### src/bnf_pkg.sv
// ----------------------------------------------------------------------------
// bnf_pkg
// Shared types, constants and command codes of the biquad notch filter core.
// ----------------------------------------------------------------------------
package bnf_pkg;

    // fixed field and datapath widths
    localparam int COEF_WIDTH    = 18;
    localparam int SUM_WIDTH     = COEF_WIDTH + 2;
    localparam int ACC_WIDTH     = 64;
    localparam int NUM_COEFS     = 6;
    localparam int CFG_IDX_WIDTH = 3;

    // defaults for the top level parameters
    localparam int DEF_COEF_FRAC_BITS   = 14;
    localparam int DEF_SAMPLE_FRAC_BITS = 8;
    localparam int DEF_SAMPLE_BITS      = 24;

    // configuration register indexes
    localparam logic [CFG_IDX_WIDTH-1:0] REG_B0 = 3'd0;
    localparam logic [CFG_IDX_WIDTH-1:0] REG_B1 = 3'd1;
    localparam logic [CFG_IDX_WIDTH-1:0] REG_B2 = 3'd2;
    localparam logic [CFG_IDX_WIDTH-1:0] REG_A0 = 3'd3;
    localparam logic [CFG_IDX_WIDTH-1:0] REG_A1 = 3'd4;
    localparam logic [CFG_IDX_WIDTH-1:0] REG_A2 = 3'd5;

    localparam logic signed [COEF_WIDTH-1:0] COEF_RESET [NUM_COEFS] =
        '{18'sd16384, 18'sd0, 18'sd0, 18'sd16384, 18'sd0, 18'sd0};

    // request codes
    localparam logic REQ_FILTER  = 1'b0;
    localparam logic REQ_RESTART = 1'b1;

    // half of the 64-bit multiplicand fed to the multiplier
    localparam logic HALF_LO = 1'b0;
    localparam logic HALF_HI = 1'b1;

    typedef enum logic [2:0] {
        MA_B0,
        MA_B1,
        MA_B2,
        MA_A1,
        MA_A2,
        MA_NUM
    } mul_a_t;

    typedef enum logic {
        MB_X,
        MB_Y
    } mul_b_t;

    typedef enum logic [1:0] {
        ACC_NONE,
        ACC_ADD,
        ACC_SUB
    } acc_op_t;

    typedef enum logic [1:0] {
        AI_HOLD,
        AI_ZERO,
        AI_D1,
        AI_D2
    } acc_init_t;

    typedef struct packed {
        logic      load_x;
        logic      clear_d;
        mul_a_t    mul_a;
        mul_b_t    mul_b;
        logic      mul_hi;
        acc_op_t   acc_op;
        acc_init_t acc_init;
        logic      round_y;
        logic      y_from_x;
        logic      y_from_div;
        logic      div_start;
        logic      wr_d1;
        logic      wr_d2;
        logic      load_out;
    } dp_cmd_t;

    typedef struct packed {
        logic den_zero;
        logic div_done;
    } dp_status_t;

endpackage

### src/bnf_ctrl.sv
// ----------------------------------------------------------------------------
// bnf_ctrl
// Sequencer of the biquad core: handshakes, DC priming and the per-sample
// multiply-accumulate schedule.
// ----------------------------------------------------------------------------
module bnf_ctrl (
    input  logic                clk,
    input  logic                rst_n,
    input  logic                req_valid,
    output logic                req_stall,
    input  logic                req_type,
    output logic                res_valid,
    input  logic                res_stall,
    output bnf_pkg::dp_cmd_t    cmd,
    input  bnf_pkg::dp_status_t status
);

    typedef enum logic [4:0] {
        S_IDLE,
        S_P_NUM_LO,
        S_P_NUM_HI,
        S_P_NUM_WAIT,
        S_P_DIV_START,
        S_P_DIV_WAIT,
        S_P_B2_LO,
        S_P_B2_HI,
        S_P_A2_LO,
        S_P_A2_HI,
        S_P_D2_WAIT,
        S_P_B1_LO,
        S_P_B1_HI,
        S_P_A1_LO,
        S_P_A1_HI,
        S_P_D1_WAIT,
        S_P_WR_D1,
        S_F_B0_LO,
        S_F_B0_HI,
        S_F_Y_WAIT,
        S_F_B1_LO,
        S_F_B1_HI,
        S_F_A1_LO,
        S_F_A1_HI,
        S_F_D1_WAIT,
        S_F_B2_LO,
        S_F_B2_HI,
        S_F_A2_LO,
        S_F_A2_HI,
        S_F_D2_WAIT,
        S_F_OUT
    } state_t;

    function automatic bnf_pkg::dp_cmd_t mul_cmd(input bnf_pkg::mul_a_t a,
                                                 input bnf_pkg::mul_b_t b,
                                                 input logic hi,
                                                 input bnf_pkg::acc_op_t op);
        bnf_pkg::dp_cmd_t c;
        c        = '0;
        c.mul_a  = a;
        c.mul_b  = b;
        c.mul_hi = hi;
        c.acc_op = op;
        return c;
    endfunction

    state_t state_reg, state_next;
    logic   primed_reg, primed_next;
    logic   res_valid_reg, res_valid_next;
    logic   accept;

    assign req_stall = (state_reg != S_IDLE);
    assign accept    = req_valid && !req_stall;

    always_comb
    begin
        state_next  = state_reg;
        primed_next = primed_reg;
        cmd         = '0;
        unique case (state_reg)
            S_IDLE:
            begin
                if (accept)
                begin
                    if (req_type == bnf_pkg::REQ_RESTART)
                    begin
                        cmd.clear_d = 1'b1;
                        primed_next = 1'b0;
                    end
                    else
                    begin
                        cmd.load_x = 1'b1;
                        state_next = primed_reg ? S_F_B0_LO : S_P_NUM_LO;
                    end
                end
            end
            // dc priming: p = x * sum(b), y = p / sum(a), or y = x if sum(a) is zero
            S_P_NUM_LO:
            begin
                cmd = mul_cmd(bnf_pkg::MA_NUM, bnf_pkg::MB_X, bnf_pkg::HALF_LO,
                              bnf_pkg::ACC_ADD);
                cmd.acc_init = bnf_pkg::AI_ZERO;
                state_next   = S_P_NUM_HI;
            end
            S_P_NUM_HI:
            begin
                cmd = mul_cmd(bnf_pkg::MA_NUM, bnf_pkg::MB_X, bnf_pkg::HALF_HI,
                              bnf_pkg::ACC_ADD);
                state_next = S_P_NUM_WAIT;
            end
            S_P_NUM_WAIT:
            begin
                state_next = S_P_DIV_START;
            end
            S_P_DIV_START:
            begin
                if (status.den_zero)
                begin
                    cmd.y_from_x = 1'b1;
                    state_next   = S_P_B2_LO;
                end
                else
                begin
                    cmd.div_start = 1'b1;
                    state_next    = S_P_DIV_WAIT;
                end
            end
            S_P_DIV_WAIT:
            begin
                if (status.div_done)
                begin
                    cmd.y_from_div = 1'b1;
                    state_next     = S_P_B2_LO;
                end
            end
            S_P_B2_LO:
            begin
                cmd = mul_cmd(bnf_pkg::MA_B2, bnf_pkg::MB_X, bnf_pkg::HALF_LO,
                              bnf_pkg::ACC_ADD);
                cmd.acc_init = bnf_pkg::AI_ZERO;
                state_next   = S_P_B2_HI;
            end
            S_P_B2_HI:
            begin
                cmd = mul_cmd(bnf_pkg::MA_B2, bnf_pkg::MB_X, bnf_pkg::HALF_HI,
                              bnf_pkg::ACC_ADD);
                state_next = S_P_A2_LO;
            end
            S_P_A2_LO:
            begin
                cmd = mul_cmd(bnf_pkg::MA_A2, bnf_pkg::MB_Y, bnf_pkg::HALF_LO,
                              bnf_pkg::ACC_SUB);
                state_next = S_P_A2_HI;
            end
            S_P_A2_HI:
            begin
                cmd = mul_cmd(bnf_pkg::MA_A2, bnf_pkg::MB_Y, bnf_pkg::HALF_HI,
                              bnf_pkg::ACC_SUB);
                state_next = S_P_D2_WAIT;
            end
            S_P_D2_WAIT:
            begin
                state_next = S_P_B1_LO;
            end
            // accumulator keeps the new d2 and builds d1 on top of it
            S_P_B1_LO:
            begin
                cmd = mul_cmd(bnf_pkg::MA_B1, bnf_pkg::MB_X, bnf_pkg::HALF_LO,
                              bnf_pkg::ACC_ADD);
                cmd.wr_d2  = 1'b1;
                state_next = S_P_B1_HI;
            end
            S_P_B1_HI:
            begin
                cmd = mul_cmd(bnf_pkg::MA_B1, bnf_pkg::MB_X, bnf_pkg::HALF_HI,
                              bnf_pkg::ACC_ADD);
                state_next = S_P_A1_LO;
            end
            S_P_A1_LO:
            begin
                cmd = mul_cmd(bnf_pkg::MA_A1, bnf_pkg::MB_Y, bnf_pkg::HALF_LO,
                              bnf_pkg::ACC_SUB);
                state_next = S_P_A1_HI;
            end
            S_P_A1_HI:
            begin
                cmd = mul_cmd(bnf_pkg::MA_A1, bnf_pkg::MB_Y, bnf_pkg::HALF_HI,
                              bnf_pkg::ACC_SUB);
                state_next = S_P_D1_WAIT;
            end
            S_P_D1_WAIT:
            begin
                state_next = S_P_WR_D1;
            end
            S_P_WR_D1:
            begin
                cmd.wr_d1   = 1'b1;
                primed_next = 1'b1;
                state_next  = S_F_B0_LO;
            end
            // regular step: acc = d1 + b0*x
            S_F_B0_LO:
            begin
                cmd = mul_cmd(bnf_pkg::MA_B0, bnf_pkg::MB_X, bnf_pkg::HALF_LO,
                              bnf_pkg::ACC_ADD);
                cmd.acc_init = bnf_pkg::AI_D1;
                state_next   = S_F_B0_HI;
            end
            S_F_B0_HI:
            begin
                cmd = mul_cmd(bnf_pkg::MA_B0, bnf_pkg::MB_X, bnf_pkg::HALF_HI,
                              bnf_pkg::ACC_ADD);
                state_next = S_F_Y_WAIT;
            end
            S_F_Y_WAIT:
            begin
                state_next = S_F_B1_LO;
            end
            S_F_B1_LO:
            begin
                cmd = mul_cmd(bnf_pkg::MA_B1, bnf_pkg::MB_X, bnf_pkg::HALF_LO,
                              bnf_pkg::ACC_ADD);
                cmd.round_y  = 1'b1;
                cmd.acc_init = bnf_pkg::AI_D2;
                state_next   = S_F_B1_HI;
            end
            S_F_B1_HI:
            begin
                cmd = mul_cmd(bnf_pkg::MA_B1, bnf_pkg::MB_X, bnf_pkg::HALF_HI,
                              bnf_pkg::ACC_ADD);
                state_next = S_F_A1_LO;
            end
            S_F_A1_LO:
            begin
                cmd = mul_cmd(bnf_pkg::MA_A1, bnf_pkg::MB_Y, bnf_pkg::HALF_LO,
                              bnf_pkg::ACC_SUB);
                state_next = S_F_A1_HI;
            end
            S_F_A1_HI:
            begin
                cmd = mul_cmd(bnf_pkg::MA_A1, bnf_pkg::MB_Y, bnf_pkg::HALF_HI,
                              bnf_pkg::ACC_SUB);
                state_next = S_F_D1_WAIT;
            end
            S_F_D1_WAIT:
            begin
                state_next = S_F_B2_LO;
            end
            S_F_B2_LO:
            begin
                cmd = mul_cmd(bnf_pkg::MA_B2, bnf_pkg::MB_X, bnf_pkg::HALF_LO,
                              bnf_pkg::ACC_ADD);
                cmd.wr_d1    = 1'b1;
                cmd.acc_init = bnf_pkg::AI_ZERO;
                state_next   = S_F_B2_HI;
            end
            S_F_B2_HI:
            begin
                cmd = mul_cmd(bnf_pkg::MA_B2, bnf_pkg::MB_X, bnf_pkg::HALF_HI,
                              bnf_pkg::ACC_ADD);
                state_next = S_F_A2_LO;
            end
            S_F_A2_LO:
            begin
                cmd = mul_cmd(bnf_pkg::MA_A2, bnf_pkg::MB_Y, bnf_pkg::HALF_LO,
                              bnf_pkg::ACC_SUB);
                state_next = S_F_A2_HI;
            end
            S_F_A2_HI:
            begin
                cmd = mul_cmd(bnf_pkg::MA_A2, bnf_pkg::MB_Y, bnf_pkg::HALF_HI,
                              bnf_pkg::ACC_SUB);
                state_next = S_F_D2_WAIT;
            end
            S_F_D2_WAIT:
            begin
                state_next = S_F_OUT;
            end
            // d2 rewrite is idempotent while waiting for the output register
            S_F_OUT:
            begin
                cmd.wr_d2 = 1'b1;
                if (!(res_valid_reg && res_stall))
                begin
                    cmd.load_out = 1'b1;
                    state_next   = S_IDLE;
                end
            end
            default:
            begin
                state_next = S_IDLE;
            end
        endcase
    end

    assign res_valid_next = cmd.load_out | (res_valid_reg & res_stall);

    always_ff @(posedge clk or negedge rst_n)
    begin
        if (!rst_n)
        begin
            state_reg     <= S_IDLE;
            primed_reg    <= 1'b0;
            res_valid_reg <= 1'b0;
        end
        else
        begin
            state_reg     <= state_next;
            primed_reg    <= primed_next;
            res_valid_reg <= res_valid_next;
        end
    end

    assign res_valid = res_valid_reg;

endmodule

### config.mk
export PLATFORM = sky130hd
export DESIGN_NAME = bnf_ctrl
export DESIGN_NICKNAME = d
export VERILOG_FILES = /design/src/bnf_pkg.sv /design/src/bnf_ctrl.sv
export SDC_FILE = /design/constraint.sdc
export NUM_CORES = 1
export LEC_CHECK = 0
export BUFFER_PORTS_ARGS = -buffer_cell sky130_fd_sc_hd__buf_2
export CORE_MARGIN = 5
export CORE_UTILIZATION = 51
export DETAILED_ROUTE_END_ITERATION = 12
export PLACE_DENSITY = 0.84
export SKIP_CTS_REPAIR_TIMING = 1
export SLEW_MARGIN = 20
export SYNTH_ARGS = -nofsm -noshare
export SYNTH_HDL_FRONTEND = slang
export SYNTH_SLANG_ARGS = --single-unit
### constraint.sdc
create_clock -name clk -period 2 [get_ports clk]
set_clock_uncertainty 0.2 [all_clocks]
set_input_delay 0.2 -clock clk [delete_from_list [all_inputs] [get_ports clk]]
set_output_delay 0.2 -clock clk [all_outputs]
set_load 0.01 [all_outputs]
Word-level counts from Yosys, hierarchy flattened
Index checks and enable logic that the tools add are counted.

word-level totals
  memories kept = 0
  output and inout port bits = 20
  bits in latches = 0
  input bits = 7
  memory bits (read-only) = 0
  register bits after elaboration = 7
  bits in writable memories = 0

cells by class
  eq/ne operators = 35
  shift operators = 0
  div/mod/pow operators = 0
  multiply operators = 0
  $add $sub $neg = 0
  reduce and logical (&&, ||, !) cells = 16
  mux-type cells = 24
  magnitude comparators = 0
  bitwise logic cells = 2

operators with widths
  operator                                                                number
  5-bit case mux with 31 select lines                                     1
  10-bit case mux with 13 select lines                                    1
  5-bit equality test (second input constant)                             15
  5-bit by 4-bit equality test with 1-bit output (second input constant)  8
  5-bit two-way mux                                                       5
  5-bit by 3-bit equality test with 1-bit output (second input constant)  4
  2-bit OR reduction                                                      8
  1-bit two-way mux                                                       12
  5-bit by 2-bit equality test with 1-bit output (second input constant)  2
  2-bit inequality test (second input constant)                           5
  2-bit two-way mux                                                       3
  5-bit by 1-bit equality test with 1-bit output (second input constant)  1
  5-bit zero test                                                         1
  5-bit nonzero test                                                      1
  2-bit case mux with 2 select lines                                      1
  4-bit AND reduction                                                     1
  3-bit AND reduction                                                     1
  1-bit logical AND                                                       2
  1-bit case mux with 2 select lines                                      1
  2-bit nonzero test                                                      1
  1-bit AND                                                               1
  1-bit zero test                                                         1
  1-bit OR                                                                1

Logic depth before layout (Yosys ltp)
Gate-level depths: netlist of the first run.

  word-level depth = 5
  gate-level depth with buffers = 7
  gate-level depth less buffers = 4

Least setup slack after synthesis of the first run
Ideal clock, no wire load.

  kind = flip-flop to output port
  start = register state_reg[1]
  end = output port cmd[12] in the netlist's numbering
  data arrival time = 1.416 ns
  cell stages (with the launch flop) = 8
  data required time = 1.600 ns
  slack = 0.184 ns
  cells stage by stage = dfrtp_1 buf_6 buf_6 nor3b_2 o21a_1 a21oi_1 o22ai_1 buf_4

RTL lines
  item                      RTL line         RTL
  start: declaration        bnf_ctrl.sv:65   state_t state_reg, state_next;
  start signal: assignment  bnf_ctrl.sv:306  state_reg <= state_next;
  end: declaration          bnf_ctrl.sv:14   output bnf_pkg::dp_cmd_t cmd,

==> results of run 1 <==
## per-stage QoR
stage / instance area [µm²] / std cells / setup WS (ns) / hold WS [ns]
3_5_place_dp: 1081 / 179 / 0.2018 / -0.1628
4_1_cts: 1107 / 183 / -0.07369 / -0.4251
6_report: 1216 / 189 / -0.05727 / 0.02455
5_1_grt: 1216 / 189 / -0.1168 / 0.03587
3_3_place_gp: 1081 / 179 / 0.1982 / -0.1672
2_1_floorplan: 904.6 / 128 / 0.1843 / -0.2956
## worst paths after layout
path	to	slack, ns	from	depth (start not counted)
max	cmd[11]	-0.06	state_reg[0]	6
min	res_valid	0.02	res_stall	3
max reg2reg	state_reg[1]	0.32	state_reg[2]	5
min reg2reg	primed_reg	0.34	primed_reg	2
max in group asynchronous	state_reg[2]	1.32	rst_n	2
min in group asynchronous	state_reg[0]	0.10	rst_n	2
## power groups by stage
stage / Clock, mW / Sequential (mW) / Combinational (mW)
after floorplan: 0 / 0.250 / 1.11
after global placement: 0 / 0.312 / 1.45
after detailed placement: 0 / 0.313 / 1.48
after CTS: 0.127 / 0.314 / 1.48
after global routing: 0.139 / 0.343 / 1.87
final: 0.132 / 0.334 / 1.74
## per-layer routing
layer / vias up / wire [µm] / global-route usage [%]
li1: 531 / - / -
met1: 520 / 1182 / 26.75
met2: 61 / 1407 / 32.85
met3: 6 / 237 / 2.006
met4: 0 / 47 / 7.424
met5: - / 0 / 0
## critical path: stages, from the launching register on
cell     delay (ns)
dfrtp_2        0.43
buf_6          0.18
or3b_1         0.40
a21oi_2        0.15
o21ai_1        0.07
nand2_1        0.05
buf_2          0.12
## Yosys cell counts, types with 2 or more instances
master    count  area, µm²
a21o_1        2      15.01
a21oi_1       8      40.04
and2b_1       3      22.52
and3_1        2      12.51
buf_2         9      45.04
buf_4         2      15.01
buf_6         2      22.52
dfrtp_1       7      175.2
inv_1         2      7.510
mux2i_1       2      20.02
nand2_1      17      63.81
nand2b_1      5      31.28
nand3_1       2      10.01
nor2_1       10      37.54
nor2b_1       4      25.02
nor3_1        2      10.01
o21a_1        2      15.01
o21ai_0      14      70.07
o21ai_1       3      15.01
or3_1         2      12.51
## layout make-up
cell class / instances / area [µm²] / share of cell area (%)
clock buffer: 4 / 26.28 / 2.160
inverter: 2 / 7.507 / 0.6173
multi-input combinational: 106 / 681.9 / 56.07
sequential: 7 / 180.2 / 14.81
tap: 25 / 31.28 / 2.572
timing repair buffer: 45 / 289.0 / 23.77
## cells by family (layout without fill, tap and decap cells)
logic type	Yosys count	count (layout)	synth area share, %
xor+xnor	1	1	0.9684
buf+inv	15	51	9.958
flops	7	7	19.36
simple gates	63	63	39.84
compound gates	40	40	27.66
mux	2	2	2.213
==> flow_summary_export.csv, run 1 <==
group,metric,value,unit
drt,routed_wl,2.875,mm
grt,track_usage,20.00,%
clock_tree,cts_root_buf,"clkbuf_4",
clock_tree,cts_max_level,1,
logic_synthesis,synth_seq_area_share,19.36,%
logic_synthesis,yosysWarnings,0,
pwr,p_leak,0.5911,nW
clock_tree,clock_sinks,7,
logic_synthesis,synth.distinct_cells,48,
job,cap_violations,0,
clock_tree,clock_latency,0.25,ns
drt,drc,0,
grt,grt.overflow.total,0,
setup_path,crit_path_end_kind,"primary output",
pwr,switchingPower,1.110,mW
timing,rsz0062_at_grt,"true",
cells_and_area,diodes,0,
die,fp-row-count,15,
logic_synthesis,ys_seq_elements,7,
drt,routed_via_density,5.915,
placement,place_congestion,0.8942,
logic_synthesis,netlist_instances,128,
die,initial_core_util,52.97,%
die,core,0.001708,mm²
pwr,internal_power,1.092,mW
setup_path,critPathMaxFanout,13,
cells_and_area,layout_commonest_cell,"buf_2",
grt,antenna_found_initial,0,
cells_and_area,drive_above_1_share,40.24,%
timing,fin_crit_sh,102.9,%
pwr,powerDensity,1810,mW/mm²
setup_path,critPathArrivalTime,1.66,ns
timing,drv_slew,0,
clock_tree,cts_buffers,3,
timing,finalSetupViolCount,5,
placement,dp_hpwl,1.967,mm
timing,tightest_slew,0.3065,ns
logic_synthesis,syn-cell-area,904.6,µm²
pwr,power_frac_clock,6.0,%
die,die_w,52.12,µm
drt,wl_per_cell,15.21,µm
pwr,power.total,2.202,mW
die,io_pins,27,
timing,hold_violations,0,
timing,setup_slack,-0.05727,ns
drt,drtIter0Drc,51,
timing,max_slew_margin,79.57,%
min_path,hp-class,"primary input to register",
placement,port_buffers,26,
timing,min_period,2.057,ns
setup_path,critPathLaunchType,"register",
clock_tree,cts.path.max_buffers,2,
outcome,violations,"negative setup slack",
cells_and_area,nets,172,
grt,grt_pass1_vias,955,
cells_and_area,syn2layout_area_growth,34.44,%
drt,ant_nets,0,
pwr,ir_drop,0.8279,mV
pwr,power_frac_seq,15.2,%
die,die_area,0.002716,mm²
logic_synthesis,synth_edf_count,0,
outcome,outcome,"finished, violations left",
cells_and_area,largest_reg_flops,5,
logic_synthesis,postSynthAreaPerCell,7.067,µm²
logic_synthesis,postSynth.asyncResetShare,100.0,%
timing,fmax,486.1,MHz
timing,setup-tns-final,-0.1645,ns
cells_and_area,fin_util,71.21,%
grt,grt_max_degree,17,
setup_path,critical_path_class,"register to primary output",
cells_and_area,layout_common_cells,"buf_2 (28), nand2_1 (17), buf_4 (11), nor2_1 (10), o21ai_0 (9)",
setup_path,worstPathRequired,1.60,ns
logic_synthesis,synth-main-ff-cell,"dfrtp_1",
pwr,power_frac_comb,78.9,%
grt,grt_pass1_wl,4.222,mm
clock_tree,cts_tree,"built",
clock_tree,clkSlewWorstSetupHoldPaths,0.06,ns
pwr,sw_frac_of_total,50.42,%
drt,dr.pass1.iters,5,
die,die_h,52.12,µm
cells_and_area,fillers,139,
logic_synthesis,syn-num-nets,135,
drt,vias,1118,
No activity file was read; power rests on OpenSTA's default activity.
==> run 2: changes to the inputs <==
- CORE_UTILIZATION: 51 -> 46
- PLACE_DENSITY: 0.84 -> 0.8
- clock period: 2 -> 1.8 ns (I/O delays scaled with it)
==> run 2 against run 1 <==
First-iteration DRC count decreased by 33%. Highest routed layer unchanged. Sequential power rose by 12%. Design area up 10%. Total power increased by 21%. The flow finishes with violations (negative hold slack, negative setup slack). Setup slack lost 0.17 ns. Global-route usage up 2.5 points. Worst hold slack worse by 0.029 ns. Clock-buffer cell count unchanged. Core utilization fell by 1.4 points. Largest power group unchanged. Register-to-register slack worse by 0.29 ns.
==> flow_summary_export.csv, run 2 (synthesis results as in run 1) <==
group,metric,value,unit
grt,grt.overflow.total,0,
die,initial_core_util,47.07,%
die,fp-row-count,16,
clock_tree,cts.path.max_buffers,2,
clock_tree,cts_buffers,3,
placement,preCtsSetupSlack,-0.01708,ns
setup_path,critPathLaunchType,"register",
die,die_h,54.35,µm
clock_tree,cts_max_level,1,
setup_path,cp_slowest_cell,"dfrtp_2",
setup_path,critPathMaxFanout,6,
clock_tree,clkSlewWorstSetupHoldPaths,0.05,ns
drt,routed_via_density,5.779,
clock_tree,cts_tree,"built",
timing,hold_violations,1,
setup_path,critical_path_class,"register to primary output",
outcome,outcome,"finished, violations left",
die,core,0.001922,mm²
job,cap_violations,0,
die,io_pins,27,
cells_and_area,diodes,0,
pwr,p_leak,0.6568,nW
setup_path,crit_path_end_kind,"primary output",
pwr,powerDensity,1982,mW/mm²
setup_path,slowest_delay,0.45,ns
pwr,ir_drop,1.021,mV
setup_path,path_delay_family,"flip-flops",
min_path,hp-class,"primary input to register",
cells_and_area,fin_util,69.79,%
timing,rsz0062_at_grt,"true",
die,die_w,54.35,µm
clock_tree,clock_latency,0.25,ns
cells_and_area,fillers,176,
drt,vias,1179,
cells_and_area,drive_above_1_share,44.63,%
placement,port_buffers,26,
timing,finalSetupViolCount,19,
setup_path,worst-path-buf-inv,2,
cells_and_area,layout_common_cells,"buf_2 (25), buf_4 (24), nand2_1 (15), o21ai_0 (10), nor2_1 (9)",
cells_and_area,final_cells,204,
setup_path,worstPathRequired,1.42,ns
grt,grt_pass1_wl,4.912,mm
timing,worst_hold_slack,-0.004100,ns
timing,min_period,2.026,ns
drt,routed_wl,2.980,mm
cells_and_area,nets,185,
drt,dr.pass1.iters,4,
placement,place_congestion,0.8523,
drt,drtIter0Drc,34,
placement,dp_hpwl,2.250,mm
timing,fin_crit_sh,112.6,%
timing,max_slew_margin,83.10,%
timing,tightest_slew,0.2534,ns
grt,grt_max_degree,15,
clock_tree,clock_sinks,7,
drt,wl_per_cell,14.61,µm
cells_and_area,layout_commonest_cell,"buf_2",
setup_path,critPathArrivalTime,1.65,ns
outcome,violations,"negative hold slack, negative setup slack",
timing,drv_slew,0,
timing,setup_slack,-0.2265,ns
drt,drc,0,
grt,antenna_found_initial,0,
placement,dp.cells,194,
clock_tree,cts_root_buf,"clkbuf_4",
setup_path,crit_chain,"buf_6 -> or3b_4 -> a21oi_2 -> o21ai_1 -> nand2_1 -> buf_2",
die,die_area,0.002953,mm²
timing,setup-tns-final,-2.629,ns
grt,track_usage,22.49,%
timing,fmax,493.5,MHz
cells_and_area,largest_reg_flops,5,
grt,grt_pass1_vias,1107,
drt,ant_nets,0,
cells_and_area,syn2layout_area_growth,48.27,%
pwr,power.total,2.659,mW
setup_path,r2r_slack,0.03,ns
run 2: cell count changes in the layout (fill, tap and decap cells not counted), moves of 2 or more:
cell and delta:
and2b_1 +2, nand2_1 -2, buf_6 +2, nand2b_1 +2, nand2_2 +2, buf_4 +13
and2b_2 -2, nand2b_4 -2, buf_2 -3
run 2: final timing paths:
check,from,depth (start not counted),endpoint
worst max-delay path,state_reg[1],6,cmd[11]
worst min-delay path,res_stall,3,res_valid
worst max register to register,state_reg[0],7,state_reg[4]
worst min register to register,res_valid,2,res_valid
max in group asynchronous,rst_n,2,state_reg[0]
min in group asynchronous,rst_n,2,state_reg[3]
run 2: worst register-to-register path: stages (launching register included):
cell,delay [ns]
dfrtp_2,0.45
buf_4,0.15
buf_6,0.12
nor3_4,0.26
buf_4,0.15
a21oi_1,0.05
o211a_1,0.20
o21ai_1,0.11
run 2: layer usage:
metal / vias to the layer above / part of all wire (%) / routed length (µm) / GRT usage (%)
met5: - / 0 / 0 / 0
li1: 552 / - / - / -
met3: 6 / 5.5 / 165 / 3.542
met1: 562 / 41 / 1233 / 27.84
met2: 59 / 52 / 1535 / 40.64
met4: 0 / 1.5 / 46 / 4.564
run 2: area by class of cell:
type,count,area (µm²),area share [%]
inverters,2,7.507,0.5597
repair buffers,58,414.1,30.88
flip-flops and latches,7,180.2,13.43
clock buffers,4,26.28,1.959
multi-input cells,106,679.4,50.65
well taps,27,33.78,2.519
run 2: where the power goes:
part	internal [mW]	switching, mW
clock network	0.0846	0.0585
logic	1.08	1.07
registers	0.235	0.139
total	1.40	1.26
run 2: metrics by stage:
step / instance area, µm² / hold WS, ns
floorplan: 904.6 / -0.3156
detailed placement: 1194 / -0.1790
global placement: 1194 / -0.1805
finish: 1341 / -0.004100
global route: 1341 / 0.04867
CTS: 1220 / -0.4497
